<file path="src/rtl/ngahr_pkg.sv">
package ngahr_pkg;

	localparam int SAMPLE_BITS_DEF     = 24;
	localparam int COEFF_FRAC_BITS_DEF = 16;
	localparam int HOLD_BITS_DEF       = 17;

	localparam int CFG_ADDR_BITS = 5;
	localparam int CFG_DATA_BITS = 32;

	localparam int THRESHOLD_RST    = 83886;
	localparam int GATE_ATTACK_RST  = 1356;
	localparam int GATE_RELEASE_RST = 27;
	localparam int HOLD_RST         = 2400;
	localparam int ENV_ATTACK_RST   = 12573;
	localparam int ENV_RELEASE_RST  = 272;
	localparam int STEREO_RST       = 1;

	typedef enum logic [2:0] {
		REG_THRESHOLD    = 3'd0,
		REG_GATE_ATTACK  = 3'd1,
		REG_GATE_RELEASE = 3'd2,
		REG_HOLD         = 3'd3,
		REG_ENV_ATTACK   = 3'd4,
		REG_ENV_RELEASE  = 3'd5,
		REG_STEREO       = 3'd6
	} reg_idx_t;

	typedef enum logic [2:0] {
		OP_NONE,
		OP_LOAD,
		OP_ENV,
		OP_GATE,
		OP_GAIN,
		OP_LOUT,
		OP_ROUT
	} op_t;

	typedef enum logic [1:0] {
		MS_ENV,
		MS_GAIN,
		MS_LEFT,
		MS_RIGHT
	} msel_t;

	typedef enum logic [1:0] {
		JC_NEVER,
		JC_NO_INPUT,
		JC_OUT_BUSY
	} jcond_t;

	localparam int STEP_BITS = 4;
	typedef logic [STEP_BITS-1:0] step_t;

	localparam step_t ST_WAIT = 4'd0;
	localparam step_t ST_EMUL = 4'd1;
	localparam step_t ST_ENV  = 4'd2;
	localparam step_t ST_GATE = 4'd3;
	localparam step_t ST_GMUL = 4'd4;
	localparam step_t ST_GAIN = 4'd5;
	localparam step_t ST_LMUL = 4'd6;
	localparam step_t ST_RMUL = 4'd7;
	localparam step_t ST_ROUT = 4'd8;

	typedef struct packed {
		op_t    op;
		msel_t  msel;
		jcond_t jcond;
		step_t  jump_to;
		step_t  next;
	} uword_t;

	typedef struct packed {
		op_t   op;
		msel_t msel;
		logic  exec;
	} dp_ctrl_t;

	function automatic uword_t ucode(input step_t s);
		uword_t w;
		w = '{op: OP_NONE, msel: MS_ENV, jcond: JC_NEVER, jump_to: ST_WAIT, next: ST_WAIT};
		case (s)
			ST_WAIT: w = '{op: OP_LOAD, msel: MS_ENV,   jcond: JC_NO_INPUT,
				jump_to: ST_WAIT, next: ST_EMUL};
			ST_EMUL: w = '{op: OP_NONE, msel: MS_ENV,   jcond: JC_NEVER,
				jump_to: ST_WAIT, next: ST_ENV};
			ST_ENV:  w = '{op: OP_ENV,  msel: MS_ENV,   jcond: JC_NEVER,
				jump_to: ST_WAIT, next: ST_GATE};
			ST_GATE: w = '{op: OP_GATE, msel: MS_GAIN,  jcond: JC_NEVER,
				jump_to: ST_WAIT, next: ST_GMUL};
			ST_GMUL: w = '{op: OP_NONE, msel: MS_GAIN,  jcond: JC_NEVER,
				jump_to: ST_WAIT, next: ST_GAIN};
			ST_GAIN: w = '{op: OP_GAIN, msel: MS_LEFT,  jcond: JC_NEVER,
				jump_to: ST_WAIT, next: ST_LMUL};
			ST_LMUL: w = '{op: OP_NONE, msel: MS_LEFT,  jcond: JC_NEVER,
				jump_to: ST_WAIT, next: ST_RMUL};
			ST_RMUL: w = '{op: OP_LOUT, msel: MS_RIGHT, jcond: JC_NEVER,
				jump_to: ST_WAIT, next: ST_ROUT};
			ST_ROUT: w = '{op: OP_ROUT, msel: MS_RIGHT, jcond: JC_OUT_BUSY,
				jump_to: ST_ROUT, next: ST_WAIT};
			default: w = '{op: OP_NONE, msel: MS_ENV, jcond: JC_NEVER,
				jump_to: ST_WAIT, next: ST_WAIT};
		endcase
		return w;
	endfunction

endpackage

</file>
<file path="src/rtl/noise_gate_attack_hold_release_core.sv">
// Stereo noise gate with envelope follower, hold counter and gain ramp.
// Input stream: one beat per stereo frame, left and right signed samples.
// Output stream: one beat per input beat, gated samples plus the gain and
// the gate state after that frame (open flag in tuser).
// Configuration: APB-style register port; the user writes it only while idle,
// which the block does not enforce. pready is tied high; a read returns the register value.
// Each accepted frame steps through WAIT, EMUL, ENV, GATE, GMUL, GAIN, LMUL,
// RMUL and ROUT before its output beat is presented; the microcode program
// steps through a single shared multiplier four times per frame.
// s_axis_tready is high only while the sequencer waits for a frame.
// The output beat sits in a register; the next frame is taken and worked
// on while it waits. If the receiver still stalls when the next result is
// ready, the sequencer holds on its last step until the beat is taken.
// Reset clears envelope, hold counter, gain and gate state (closed) and
// loads the register defaults; no output beat is pending after reset.
module noise_gate_attack_hold_release_core
	import ngahr_pkg::*;
#(
	parameter int SAMPLE_BITS     = SAMPLE_BITS_DEF,
	parameter int COEFF_FRAC_BITS = COEFF_FRAC_BITS_DEF,
	parameter int HOLD_BITS       = HOLD_BITS_DEF,
	parameter int IN_TW  = ((2 * SAMPLE_BITS + 7) / 8) * 8,
	parameter int OUT_TW = ((2 * SAMPLE_BITS + COEFF_FRAC_BITS + 1 + 7) / 8) * 8
) (
	input  logic                     clk,
	input  logic                     arst_n,
	input  logic                     s_axis_tvalid,
	output logic                     s_axis_tready,
	input  logic [IN_TW-1:0]         s_axis_tdata,  // left_in, right_in
	output logic                     m_axis_tvalid,
	input  logic                     m_axis_tready,
	output logic [OUT_TW-1:0]        m_axis_tdata,  // left_out, right_out, gain_now
	output logic                     m_axis_tuser,  // open_flag
	input  logic                     psel,
	input  logic                     penable,
	input  logic                     pwrite,
	input  logic [CFG_ADDR_BITS-1:0] paddr,
	input  logic [CFG_DATA_BITS-1:0] pwdata,
	output logic [CFG_DATA_BITS-1:0] prdata,
	output logic                     pready
);

	localparam int SW = SAMPLE_BITS;
	localparam int CF = COEFF_FRAC_BITS;

	dp_ctrl_t             ctrl;
	logic                 out_busy;
	logic [SW-2:0]        threshold_level;
	logic [CF:0]          gate_attack_coeff, gate_release_coeff;
	logic [CF:0]          env_attack_coeff, env_release_coeff;
	logic [HOLD_BITS-1:0] hold_length;
	logic                 stereo_mode;
	logic signed [SW-1:0] left_out, right_out;
	logic [CF:0]          gain_now;

	ngahr_regs #(
		.SAMPLE_BITS    (SAMPLE_BITS),
		.COEFF_FRAC_BITS(COEFF_FRAC_BITS),
		.HOLD_BITS      (HOLD_BITS)
	) u_regs (
		.clk               (clk),
		.arst_n            (arst_n),
		.psel              (psel),
		.penable           (penable),
		.pwrite            (pwrite),
		.paddr             (paddr),
		.pwdata            (pwdata),
		.prdata            (prdata),
		.pready            (pready),
		.threshold_level   (threshold_level),
		.gate_attack_coeff (gate_attack_coeff),
		.gate_release_coeff(gate_release_coeff),
		.hold_length       (hold_length),
		.env_attack_coeff  (env_attack_coeff),
		.env_release_coeff (env_release_coeff),
		.stereo_mode       (stereo_mode)
	);

	ngahr_useq u_useq (
		.clk     (clk),
		.arst_n  (arst_n),
		.in_valid(s_axis_tvalid),
		.out_busy(out_busy),
		.in_ready(s_axis_tready),
		.ctrl    (ctrl)
	);

	ngahr_dp #(
		.SAMPLE_BITS    (SAMPLE_BITS),
		.COEFF_FRAC_BITS(COEFF_FRAC_BITS),
		.HOLD_BITS      (HOLD_BITS)
	) u_dp (
		.clk               (clk),
		.arst_n            (arst_n),
		.ctrl              (ctrl),
		.left_in           ($signed(s_axis_tdata[SW-1:0])),
		.right_in          ($signed(s_axis_tdata[2*SW-1:SW])),
		.threshold_level   (threshold_level),
		.gate_attack_coeff (gate_attack_coeff),
		.gate_release_coeff(gate_release_coeff),
		.hold_length       (hold_length),
		.env_attack_coeff  (env_attack_coeff),
		.env_release_coeff (env_release_coeff),
		.stereo_mode       (stereo_mode),
		.out_ready         (m_axis_tready),
		.out_valid         (m_axis_tvalid),
		.out_busy          (out_busy),
		.left_out          (left_out),
		.right_out         (right_out),
		.open_flag         (m_axis_tuser),
		.gain_now          (gain_now)
	);

	assign m_axis_tdata = OUT_TW'({gain_now, $unsigned(right_out), $unsigned(left_out)});

endmodule

</file>
<file path="src/rtl/ngahr_useq.sv">
module ngahr_useq
	import ngahr_pkg::*;
(
	input  logic     clk,
	input  logic     arst_n,
	input  logic     in_valid,
	input  logic     out_busy,
	output logic     in_ready,
	output dp_ctrl_t ctrl
);

	step_t  step_q;
	uword_t uw;
	logic   jump;

	assign uw = ucode(step_q);

	always_comb begin
		unique case (uw.jcond)
			JC_NO_INPUT: jump = !in_valid;
			JC_OUT_BUSY: jump = out_busy;
			default:     jump = 1'b0;
		endcase
	end

	assign ctrl.op   = uw.op;
	assign ctrl.msel = uw.msel;
	assign ctrl.exec = !jump;
	assign in_ready  = (step_q == ST_WAIT);

	always_ff @(posedge clk or negedge arst_n) begin
		if (!arst_n) begin
			step_q <= ST_WAIT;
		end else begin
			step_q <= jump ? uw.jump_to : uw.next;
		end
	end

endmodule

</file>
<file path="src/rtl/ngahr_regs.sv">
module ngahr_regs
	import ngahr_pkg::*;
#(
	parameter int SAMPLE_BITS     = SAMPLE_BITS_DEF,
	parameter int COEFF_FRAC_BITS = COEFF_FRAC_BITS_DEF,
	parameter int HOLD_BITS       = HOLD_BITS_DEF
) (
	input  logic                       clk,
	input  logic                       arst_n,
	input  logic                       psel,
	input  logic                       penable,
	input  logic                       pwrite,
	input  logic [CFG_ADDR_BITS-1:0]   paddr,
	input  logic [CFG_DATA_BITS-1:0]   pwdata,
	output logic [CFG_DATA_BITS-1:0]   prdata,
	output logic                       pready,
	output logic [SAMPLE_BITS-2:0]     threshold_level,
	output logic [COEFF_FRAC_BITS:0]   gate_attack_coeff,
	output logic [COEFF_FRAC_BITS:0]   gate_release_coeff,
	output logic [HOLD_BITS-1:0]       hold_length,
	output logic [COEFF_FRAC_BITS:0]   env_attack_coeff,
	output logic [COEFF_FRAC_BITS:0]   env_release_coeff,
	output logic                       stereo_mode
);

	localparam int CW = COEFF_FRAC_BITS + 1;

	logic     wr;
	reg_idx_t idx;

	assign pready = 1'b1;
	assign wr     = psel && penable && pwrite && pready;
	assign idx    = reg_idx_t'(paddr[4:2]);

	always_ff @(posedge clk or negedge arst_n) begin
		if (!arst_n) begin
			threshold_level    <= (SAMPLE_BITS-1)'(THRESHOLD_RST);
			gate_attack_coeff  <= CW'(GATE_ATTACK_RST);
			gate_release_coeff <= CW'(GATE_RELEASE_RST);
			hold_length        <= HOLD_BITS'(HOLD_RST);
			env_attack_coeff   <= CW'(ENV_ATTACK_RST);
			env_release_coeff  <= CW'(ENV_RELEASE_RST);
			stereo_mode        <= 1'(STEREO_RST);
		end else if (wr) begin
			case (idx)
				REG_THRESHOLD:    threshold_level    <= pwdata[SAMPLE_BITS-2:0];
				REG_GATE_ATTACK:  gate_attack_coeff  <= pwdata[CW-1:0];
				REG_GATE_RELEASE: gate_release_coeff <= pwdata[CW-1:0];
				REG_HOLD:         hold_length        <= pwdata[HOLD_BITS-1:0];
				REG_ENV_ATTACK:   env_attack_coeff   <= pwdata[CW-1:0];
				REG_ENV_RELEASE:  env_release_coeff  <= pwdata[CW-1:0];
				REG_STEREO:       stereo_mode        <= pwdata[0];
				default: ;
			endcase
		end
	end

	always_comb begin
		case (idx)
			REG_THRESHOLD:    prdata = CFG_DATA_BITS'(threshold_level);
			REG_GATE_ATTACK:  prdata = CFG_DATA_BITS'(gate_attack_coeff);
			REG_GATE_RELEASE: prdata = CFG_DATA_BITS'(gate_release_coeff);
			REG_HOLD:         prdata = CFG_DATA_BITS'(hold_length);
			REG_ENV_ATTACK:   prdata = CFG_DATA_BITS'(env_attack_coeff);
			REG_ENV_RELEASE:  prdata = CFG_DATA_BITS'(env_release_coeff);
			REG_STEREO:       prdata = CFG_DATA_BITS'(stereo_mode);
			default:          prdata = '0;
		endcase
	end

endmodule

</file>
<file path="src/rtl/ngahr_dp.sv">
module ngahr_dp
	import ngahr_pkg::*;
#(
	parameter int SAMPLE_BITS     = SAMPLE_BITS_DEF,
	parameter int COEFF_FRAC_BITS = COEFF_FRAC_BITS_DEF,
	parameter int HOLD_BITS       = HOLD_BITS_DEF
) (
	input  logic                          clk,
	input  logic                          arst_n,
	input  dp_ctrl_t                      ctrl,
	input  logic signed [SAMPLE_BITS-1:0] left_in,
	input  logic signed [SAMPLE_BITS-1:0] right_in,
	input  logic [SAMPLE_BITS-2:0]        threshold_level,
	input  logic [COEFF_FRAC_BITS:0]      gate_attack_coeff,
	input  logic [COEFF_FRAC_BITS:0]      gate_release_coeff,
	input  logic [HOLD_BITS-1:0]          hold_length,
	input  logic [COEFF_FRAC_BITS:0]      env_attack_coeff,
	input  logic [COEFF_FRAC_BITS:0]      env_release_coeff,
	input  logic                          stereo_mode,
	input  logic                          out_ready,
	output logic                          out_valid,
	output logic                          out_busy,
	output logic signed [SAMPLE_BITS-1:0] left_out,
	output logic signed [SAMPLE_BITS-1:0] right_out,
	output logic                          open_flag,
	output logic [COEFF_FRAC_BITS:0]      gain_now
);

	localparam int SW = SAMPLE_BITS;
	localparam int CF = COEFF_FRAC_BITS;
	localparam int AW = ((SW > CF + 1) ? SW : CF + 1) + 1;
	localparam int BW = CF + 2;
	localparam int PW = AW + BW;
	localparam logic [CF:0] ONE_Q = {1'b1, {CF{1'b0}}};
	localparam logic [PW-1:0] RND_UP = (PW'(1) << CF) - PW'(1);
	localparam logic signed [PW-1:0] RND_HALF = PW'(1) << (CF - 1);
	localparam logic signed [PW-1:0] SMAX = PW'((64'sd1 <<< (SW - 1)) - 64'sd1);
	localparam logic signed [PW-1:0] SMIN = PW'(-(64'sd1 <<< (SW - 1)));

	logic signed [SW-1:0] left_q, right_q, lres_q;
	logic [SW-1:0]        level_q, env_q;
	logic                 open_q;
	logic [HOLD_BITS-1:0] hold_q;
	logic [CF:0]          gain_q;
	logic signed [PW-1:0] prod_q;

	logic [SW-1:0]        mag_l, mag_r, level_in, ediff, estep;
	logic                 lvl_gt;
	logic [CF:0]          ecoef_raw, ecoef, gcoef_raw, gcoef, gdiff, gstep, gain_new;
	logic [CF+1:0]        gsum;
	logic signed [AW-1:0] mul_a;
	logic signed [BW-1:0] mul_b;
	logic signed [PW-1:0] mul_p, rnd, shr;
	logic [PW-1:0]        up_sum;
	logic signed [SW-1:0] sat_res;

	assign mag_l    = left_in[SW-1] ? (~$unsigned(left_in) + 1'b1) : $unsigned(left_in);
	assign mag_r    = right_in[SW-1] ? (~$unsigned(right_in) + 1'b1) : $unsigned(right_in);
	assign level_in = (stereo_mode && (mag_r > mag_l)) ? mag_r : mag_l;

	assign lvl_gt    = level_q > env_q;
	assign ediff     = lvl_gt ? (level_q - env_q) : (env_q - level_q);
	assign ecoef_raw = lvl_gt ? env_attack_coeff : env_release_coeff;
	assign ecoef     = (ecoef_raw > ONE_Q) ? ONE_Q : ecoef_raw;

	assign gdiff     = open_q ? (ONE_Q - gain_q) : gain_q;
	assign gcoef_raw = open_q ? gate_attack_coeff : gate_release_coeff;
	assign gcoef     = (gcoef_raw > ONE_Q) ? ONE_Q : gcoef_raw;

	always_comb begin
		unique case (ctrl.msel)
			MS_ENV: begin
				mul_a = AW'({1'b0, ediff});
				mul_b = {1'b0, ecoef};
			end
			MS_GAIN: begin
				mul_a = AW'({1'b0, gcoef});
				mul_b = {1'b0, gdiff};
			end
			MS_LEFT: begin
				mul_a = AW'(left_q);
				mul_b = {1'b0, gain_q};
			end
			MS_RIGHT: begin
				mul_a = AW'(right_q);
				mul_b = {1'b0, gain_q};
			end
			default: begin
				mul_a = '0;
				mul_b = '0;
			end
		endcase
	end

	assign mul_p = mul_a * mul_b;

	assign up_sum = $unsigned(prod_q) + RND_UP;
	assign estep  = up_sum[CF+SW-1:CF];
	assign gstep  = up_sum[2*CF:CF];
	assign gsum   = open_q ? ({1'b0, gain_q} + {1'b0, gstep}) : ({1'b0, gain_q} - {1'b0, gstep});
	assign gain_new = (gsum > {1'b0, ONE_Q}) ? ONE_Q : gsum[CF:0];

	assign rnd = prod_q + RND_HALF;
	assign shr = rnd >>> CF;

	always_comb begin
		priority if (shr > SMAX) begin
			sat_res = SMAX[SW-1:0];
		end else if (shr < SMIN) begin
			sat_res = SMIN[SW-1:0];
		end else begin
			sat_res = shr[SW-1:0];
		end
	end

	always_ff @(posedge clk) begin
		prod_q <= mul_p;
		if (ctrl.exec && ctrl.op == OP_LOAD) begin
			left_q  <= left_in;
			right_q <= right_in;
			level_q <= level_in;
		end
		if (ctrl.exec && ctrl.op == OP_LOUT) begin
			lres_q <= sat_res;
		end
		if (ctrl.exec && ctrl.op == OP_ROUT) begin
			left_out  <= lres_q;
			right_out <= sat_res;
			open_flag <= open_q;
			gain_now  <= gain_q;
		end
	end

	always_ff @(posedge clk or negedge arst_n) begin
		if (!arst_n) begin
			env_q  <= '0;
			open_q <= 1'b0;
			hold_q <= '0;
			gain_q <= '0;
		end else if (ctrl.exec) begin
			unique case (ctrl.op)
				OP_ENV: begin
					env_q <= lvl_gt ? (env_q + estep) : (env_q - estep);
				end
				OP_GATE: begin
					priority if (env_q >= {1'b0, threshold_level}) begin
						open_q <= 1'b1;
						hold_q <= hold_length;
					end else if (hold_q != '0) begin
						hold_q <= hold_q - 1'b1;
					end else begin
						open_q <= 1'b0;
					end
				end
				OP_GAIN: begin
					gain_q <= gain_new;
				end
				default: ;
			endcase
		end
	end

	assign out_busy = out_valid && !out_ready;

	always_ff @(posedge clk or negedge arst_n) begin
		if (!arst_n) begin
			out_valid <= 1'b0;
		end else if (ctrl.exec && ctrl.op == OP_ROUT) begin
			out_valid <= 1'b1;
		end else if (out_ready) begin
			out_valid <= 1'b0;
		end
	end

endmodule

</file>
<file path="config.mk">
export PLATFORM = sky130hd
export DESIGN_NAME = noise_gate_attack_hold_release_core
export DESIGN_NICKNAME = d
export VERILOG_FILES = /design/src/rtl/ngahr_pkg.sv /design/src/rtl/noise_gate_attack_hold_release_core.sv /design/src/rtl/ngahr_useq.sv /design/src/rtl/ngahr_regs.sv /design/src/rtl/ngahr_dp.sv
export SDC_FILE = /design/constraint.sdc
export NUM_CORES = 2
export LEC_CHECK = 0
export ABC_AREA = 1
export ABC_CLOCK_PERIOD_IN_PS = 16450
export BUFFER_PORTS_ARGS = -buffer_cell sky130_fd_sc_hd__buf_2
export CAP_MARGIN = 5
export CORE_MARGIN = 2
export CORE_UTILIZATION = 35
export DETAILED_ROUTE_END_ITERATION = 12
export PLACE_DENSITY = 0.53
export SYNTH_ARGS = -nofsm -noshare
export SYNTH_HDL_FRONTEND = slang
export SYNTH_SLANG_ARGS = --single-unit
export TNS_END_PERCENT = 100
</file>
<file path="constraint.sdc">
create_clock -name clk -period 16.45 [get_ports clk]
set_input_delay 0.8225 -clock clk [delete_from_list [all_inputs] [get_ports clk]]
set_output_delay 0.8225 -clock clk [all_outputs]
set_load 0.02 [all_outputs]
</file>
======== Word-level counts from Yosys, hierarchy flattened ========
Memories as Yosys holds them, arrays and structs flattened.
Index checks and enable logic that the tools add are counted.
word-level totals
  ROM bits ................................ 192
  output and inout bits ................... 108
  bits in registers ....................... 378
  memories kept ........................... 1
  word-level logic and storage cells ...... 118
  bits of input ports ..................... 92
cells by class
  multiplexer cells ....................... 25
  magnitude comparators ................... 8
  eq/ne operators ......................... 18
  bitwise operators ....................... 3
  reduce and logical (&&, ||, !) cells .... 28
  add/sub/neg operators ................... 12
  multipliers ............................. 1
memories
  name             words  bits a word  read ports  clocked after memory_dff  write ports  line             RTL
  (no name shown)  16     12           1           0                         0            ngahr_pkg.sv:81  case (s)
operators with widths
  kind                                                                    number
  24-bit two-way mux                                                      7
  23-bit one-hot mux with 7 select lines                                  1
  17-bit two-way mux                                                      8
  25-bit one-hot mux with 4 select lines                                  1
  24-bit subtractor                                                       3
  18-bit one-hot mux with 3 select lines                                  1
  24-bit by 1-bit adder with 24-bit output, second input constant         2
  24-bit > comparator                                                     2
  24-bit NOT                                                              2
  43-bit by 17-bit adder with 43-bit output, second input constant        1
  25-bit by 18-bit multiplier with 43-bit output                          1
  40-bit by 16-bit adder with 40-bit output, second input constant        1
  17-bit > comparator, second input constant                              2
  27-bit by 24-bit > comparator with 1-bit output, second input constant  1
  27-bit by 24-bit < comparator with 1-bit output, second input constant  1
  24-bit adder                                                            1
  24-bit by 23-bit greater-or-equal comparator with 1-bit output          1
  17-bit by 17-bit adder with 18-bit output                               1
  3-bit equality test, second input constant                              6
  18-bit by 17-bit > comparator with 1-bit output, second input constant  1
  18-bit two-way mux                                                      1
  2-bit AND reduction                                                     9
  17-bit by 17-bit subtractor with 18-bit output                          1
  17-bit nonzero test                                                     1
  other kinds (19)                                                        39

======== Depth between registers and ports, before layout ========
  depth after elaboration ................. 6
  gate-level depth with buffers ........... 51
  gate-level depth less buffers ........... 47

======== Hierarchy ========
From an unflattened synthesis, not the netlist that was laid out.
unflattened totals
  cell total of the unflattened synthesis .. 5272
  area total of the unflattened synthesis .. 41089.4 um^2
modules (own cells, without submodules)
  module                               times used  sequential area each (um^2)  area an instance (um^2)  cells an instance
  ngahr_dp                             1           7226.9                       35245.1                  4515
  ngahr_regs                           1           2768.9                       5490.3                   708
  ngahr_useq                           1           100.1                        297.8                    41
  noise_gate_attack_hold_release_core  1           0.0                          56.3                     8

======== Least setup slack after synthesis ========
No wires, ideal clock.
  path kind ............................... register to register
  from .................................... reg u_dp.env_q[1]
  to ...................................... reg u_dp.prod_q[42]
  period minus slack after synthesis ...... 7.739 ns
  arrival time ............................ 7.667 ns
  path slack .............................. 8.711 ns
  cell stages (with the launch flop) ...... 39
  path buffers ............................ 2
  setup time .............................. 0.072 ns
  data required time ...................... 16.378 ns
  path through ............................ dfrtp_1 inv_1 fa_1 inv_1 o21ai_1 nand2_1 nand2_2 nand2_2 nand3_4 buf_2 nand3_1 nand2_1 nor2_1 nand2_1 nor2_1 nand2_1 nand2_4 nand2_1 [... 3 more ...] nor2_1 fa_1 fa_1 fa_1 fa_1 fa_1 inv_1 fa_1 inv_1 ha_1 nand2_1 nor2_1 inv_1 nor2_1 and3_1 nand4_1 o211ai_1 xor2_1
on the way
  cells in the longest elaborated chain, start to end .. 6
  elaborated cells between the ends (all ways) .. 10
  classes of those cells .................. add/sub: 2; mul: 1; order compare: 2; mux: 5
ends and longest elaborated chain
  what                                                line             RTL
  from (decl)                                         ngahr_dp.sv:41   logic [SW-1:0] level_q, env_q;
  from (signal assigned)                              ngahr_dp.sv:143  env_q <= lvl_gt ? (env_q + estep) : (env_q - estep);
  24-bit > comparator                                 ngahr_dp.sv:61   assign lvl_gt = level_q > env_q;
  17-bit two-way mux                                  ngahr_dp.sv:63   assign ecoef_raw = lvl_gt ? env_attack_coeff : env_release_coeff;
  17-bit > comparator                                 ngahr_dp.sv:64   assign ecoef = (ecoef_raw > ONE_Q) ? ONE_Q : ecoef_raw;
  17-bit two-way mux                                  ngahr_dp.sv:64
  18-bit one-hot mux with 3 select lines              ngahr_dp.sv:71   unique case (ctrl.msel)
  25-bit by 18-bit multiplier with 43-bit output (*)  ngahr_dp.sv:95   assign mul_p = mul_a * mul_b;
  named net u_dp.mul_p[42]                            ngahr_dp.sv:53   logic signed [PW-1:0] mul_p, rnd, shr;
  to (signal assigned)                                ngahr_dp.sv:117  prod_q <= mul_p;
  to (decl)                                           ngahr_dp.sv:45   logic signed [PW-1:0] prod_q;
Mark *: on every way through the listed nets, which the timed path passes. The rest lies on a longest branch. The select of a mux whose other input is x is not followed.
A chain may end at the register's enable or synchronous reset.

======== Worst setup path after layout ========
  from .................................... reg u_dp.env_q[12]
  to ...................................... reg u_dp.prod_q[35]
Same word-level chain as after synthesis.

==> flow_summary.toml <==
[routing]
wl_microns = 134700
wl_met2_microns = 58420
routed.top_layer = "met4"
wl_per_cell_microns = 20.22
drtAntennaViolNets = 0
wl_met3_microns = 9936
drc = 0
drt_iter0_drc = 2852
via_per_inst = 5.103
via_count = 33994
drt_first_pass_iters = 7
drt-met1-wl_microns = 61810

[floorplan]
initial_core_util_pct = 35.21
die_w_microns = 342.7
dieArea_sq_mm = 0.1175
ioPinCount = 200
row_count = 124
core_sq_mm = 0.1140
die_height_microns = 342.7

[clock_tree]
clock_sinks = 378
hold_buffers = 0
h-tree-depth = 2
cts_tree = "yes"
root_buffer = "clkbuf_16"
clkLatencyLatePin_ns = 0.62
clock_path_buffers = 3
cts_buffers = 45
cts_setup_buffers = 0
cts_resized = 0
path_clk_slew_ns = 0.06

[worst_setup_path]
worstPathArrival_ns = 11.33
critPathMaxStageDelay_ns = 0.70
path_class = "reg2reg"
cp_slowest_cell = "dfrtp_1"
end_kind = "flop"
r2r_slack_ns = 5.62
crit_start = "u_dp.env_q[12]"
worst-path-stages = 37
crit_required_ns = 16.95
endpoint = "u_dp.prod_q[35]"
timing.rr.end = "u_dp.prod_q[35]"
critPathBufInv = 5
start_kind = "flop"
crit_family = "adder cells"
r2r-start = "u_dp.env_q[12]"
rr_worst_depth = 37
crit_top_cell = "nand2_1"
worst-path-max-fanout = 52

[placed_design]
dp_hpwl_microns = 107000
place_area_sq_mm = 0.04249
io_buffers = 171
placed_cells = 6578
place_congestion = 0.9685

[cells_and_area]
final_cells = 6661
syn2layout_area_growth_pct = 9.407
fin_area_sq_mm = 0.04393
drive_gt1_share_pct = 8.526
n_antenna_cell = 0
final_cell_mix = "nand2_1 (952), inv_1 (905), nor2_1 (464), fa_1 (420), o21ai_0 (345)"
nets = 5873
final_common_cell = "nand2_1"

[global_route]
overflow = 0
grt_pass1_vias = 33901
grt_pass1_wl_microns = 206400
grt_max_degree = 103
grt_use_total_pct = 23.05
antenna_found_initial = 3

[hold_path]
hp-class = "in2async"

[synthesis]
yosys.area.top_type = "fa_1"
ys.flop_type = "edfxtp_1"
postSynthAreaPerCell_sq_um = 8.031
synth.distinct_cells = 68
yosys.area.top_type_share_pct = 20.94
synth.top_cells.by_area = "fa_1 (21%), edfxtp_1 (12%), nand2_1 (8.9%)"
async_flop_share_pct = 45.77
postSynthCellCount = 5000
ys_seq_area_share_pct = 25.14
synth_edf_count = 162
synth-seq-cells = 378
yosysWarningCount = 0
syn-cell-area_sq_mm = 0.04015

[timing]
fin_crit_sh_pct = 65.84
maxSlewHeadroom_pct = 22.05
finalHoldViolations = 0
finalSetupViolations = 0
finalClockSkew_ns = 0.02095
rsz0062_at_grt = "no"
worst_pin_slew_ns = 1.166
slew_violations = 0
tns_ns = 0
fmax_ghz = 0.09233
layout_min_cycle_time_ns = 10.83

[status]
status = "complete, no violations"

[job]
drv_cap = 0
==> registers in the layout, summed over array words and instances (netlist names), 23 cells and up <==
register and count:
u_dp.lres_q 24, u_regs.threshold_level 23, u_dp.right_q 24, u_dp.right_out 24
u_dp.prod_q 43, u_dp.level_q 24, u_dp.left_out 24, u_dp.left_q 24
u_dp.env_q 24
==> kinds of logic after synthesis <==
family | after synthesis | share of synthesized area [%]
flip-flops | 378 | 25.14
AO/OA/AOI/OAI | 781 | 11.08
XOR/XNOR | 195 | 4.253
AND/OR/NAND/NOR | 1884 | 19.77
buffers and inverters | 1081 | 10.79
other | 2 | 0.01870
adder cells (fa/ha/maj) | 668 | 28.67
multiplexers | 11 | 0.2742
==> synth_stat cells, types with 26 or more instances <==
library cell	instances
o21ai_0	346
clkbuf_1	72
or2_2	27
edfxtp_1	162
xor2_1	146
nor2_1	469
buf_4	36
nor3_1	58
nand4_1	31
nand2_1	952
xnor2_1	49
fa_1	420
nand2_2	26
a31oi_1	32
a21oi_1	222
ha_1	248
dfrtp_1	140
inv_1	906
dfxtp_1	43
nand3_1	268
dfstp_2	33
buf_2	40
==> how the worst min path moves through the flow <==
stage	start	to	cells after the start
finish	arst_n	u_regs.threshold_level[21]	1
floorplan	u_dp.lres_q[0]	u_dp.left_out[0]	0
CTS	arst_n	u_useq.step_q[0]	1
global route	s_axis_tdata[45]	u_dp.right_q[21]	1
global placement	u_dp.lres_q[2]	u_dp.left_out[2]	0
detailed placement	u_dp.lres_q[12]	u_dp.left_out[12]	0
==> layout make-up <==
class / instances / area, sq um
Multi-Input combinational cell: 3556 / 25880
Clock inverter: 27 / 234.0
Inverter: 920 / 3453
Sequential cell: 378 / 10100
Fill cell: 11934 / 70100
Timing Repair Buffer: 212 / 1170
Clock buffer: 56 / 1209
Tap cell: 1512 / 1892
==> metal layers <==
metal	global-route usage [%]	vias to the layer above
met4	7.484	0
met1	33.16	16419
met3	3.480	234
met5	0	-
met2	35.45	1241
li1	-	16100
==> worst reg2reg max path: cells and delay by family (launching register included) <==
kind | cells | cell delay, ns
simple gates | 19 | 3.69
compound gates | 5 | 1.64
buf+inv | 5 | 0.89
fa+ha+maj | 8 | 3.81
flops | 1 | 0.70
==> through the flow <==
| stage | worst slack, ns | hold WS [ns] | util, % |
|---|---|---|---|
| 2_1_floorplan | 8.711 | 0.4003 | - |
| 3_3_place_gp | 5.828 | 0.4028 | 37.26 |
| 3_5_place_dp | 5.809 | 0.4045 | 37.26 |
| 4_1_cts | 5.789 | 0.3630 | 38.52 |
| 5_1_grt | 4.874 | 0.3954 | 38.52 |
| 6_report | 5.619 | 0.3490 | 38.52 |
Power is not shown: default switching activity piles up to over one toggle a cycle in this logic, so the estimate is an artifact.
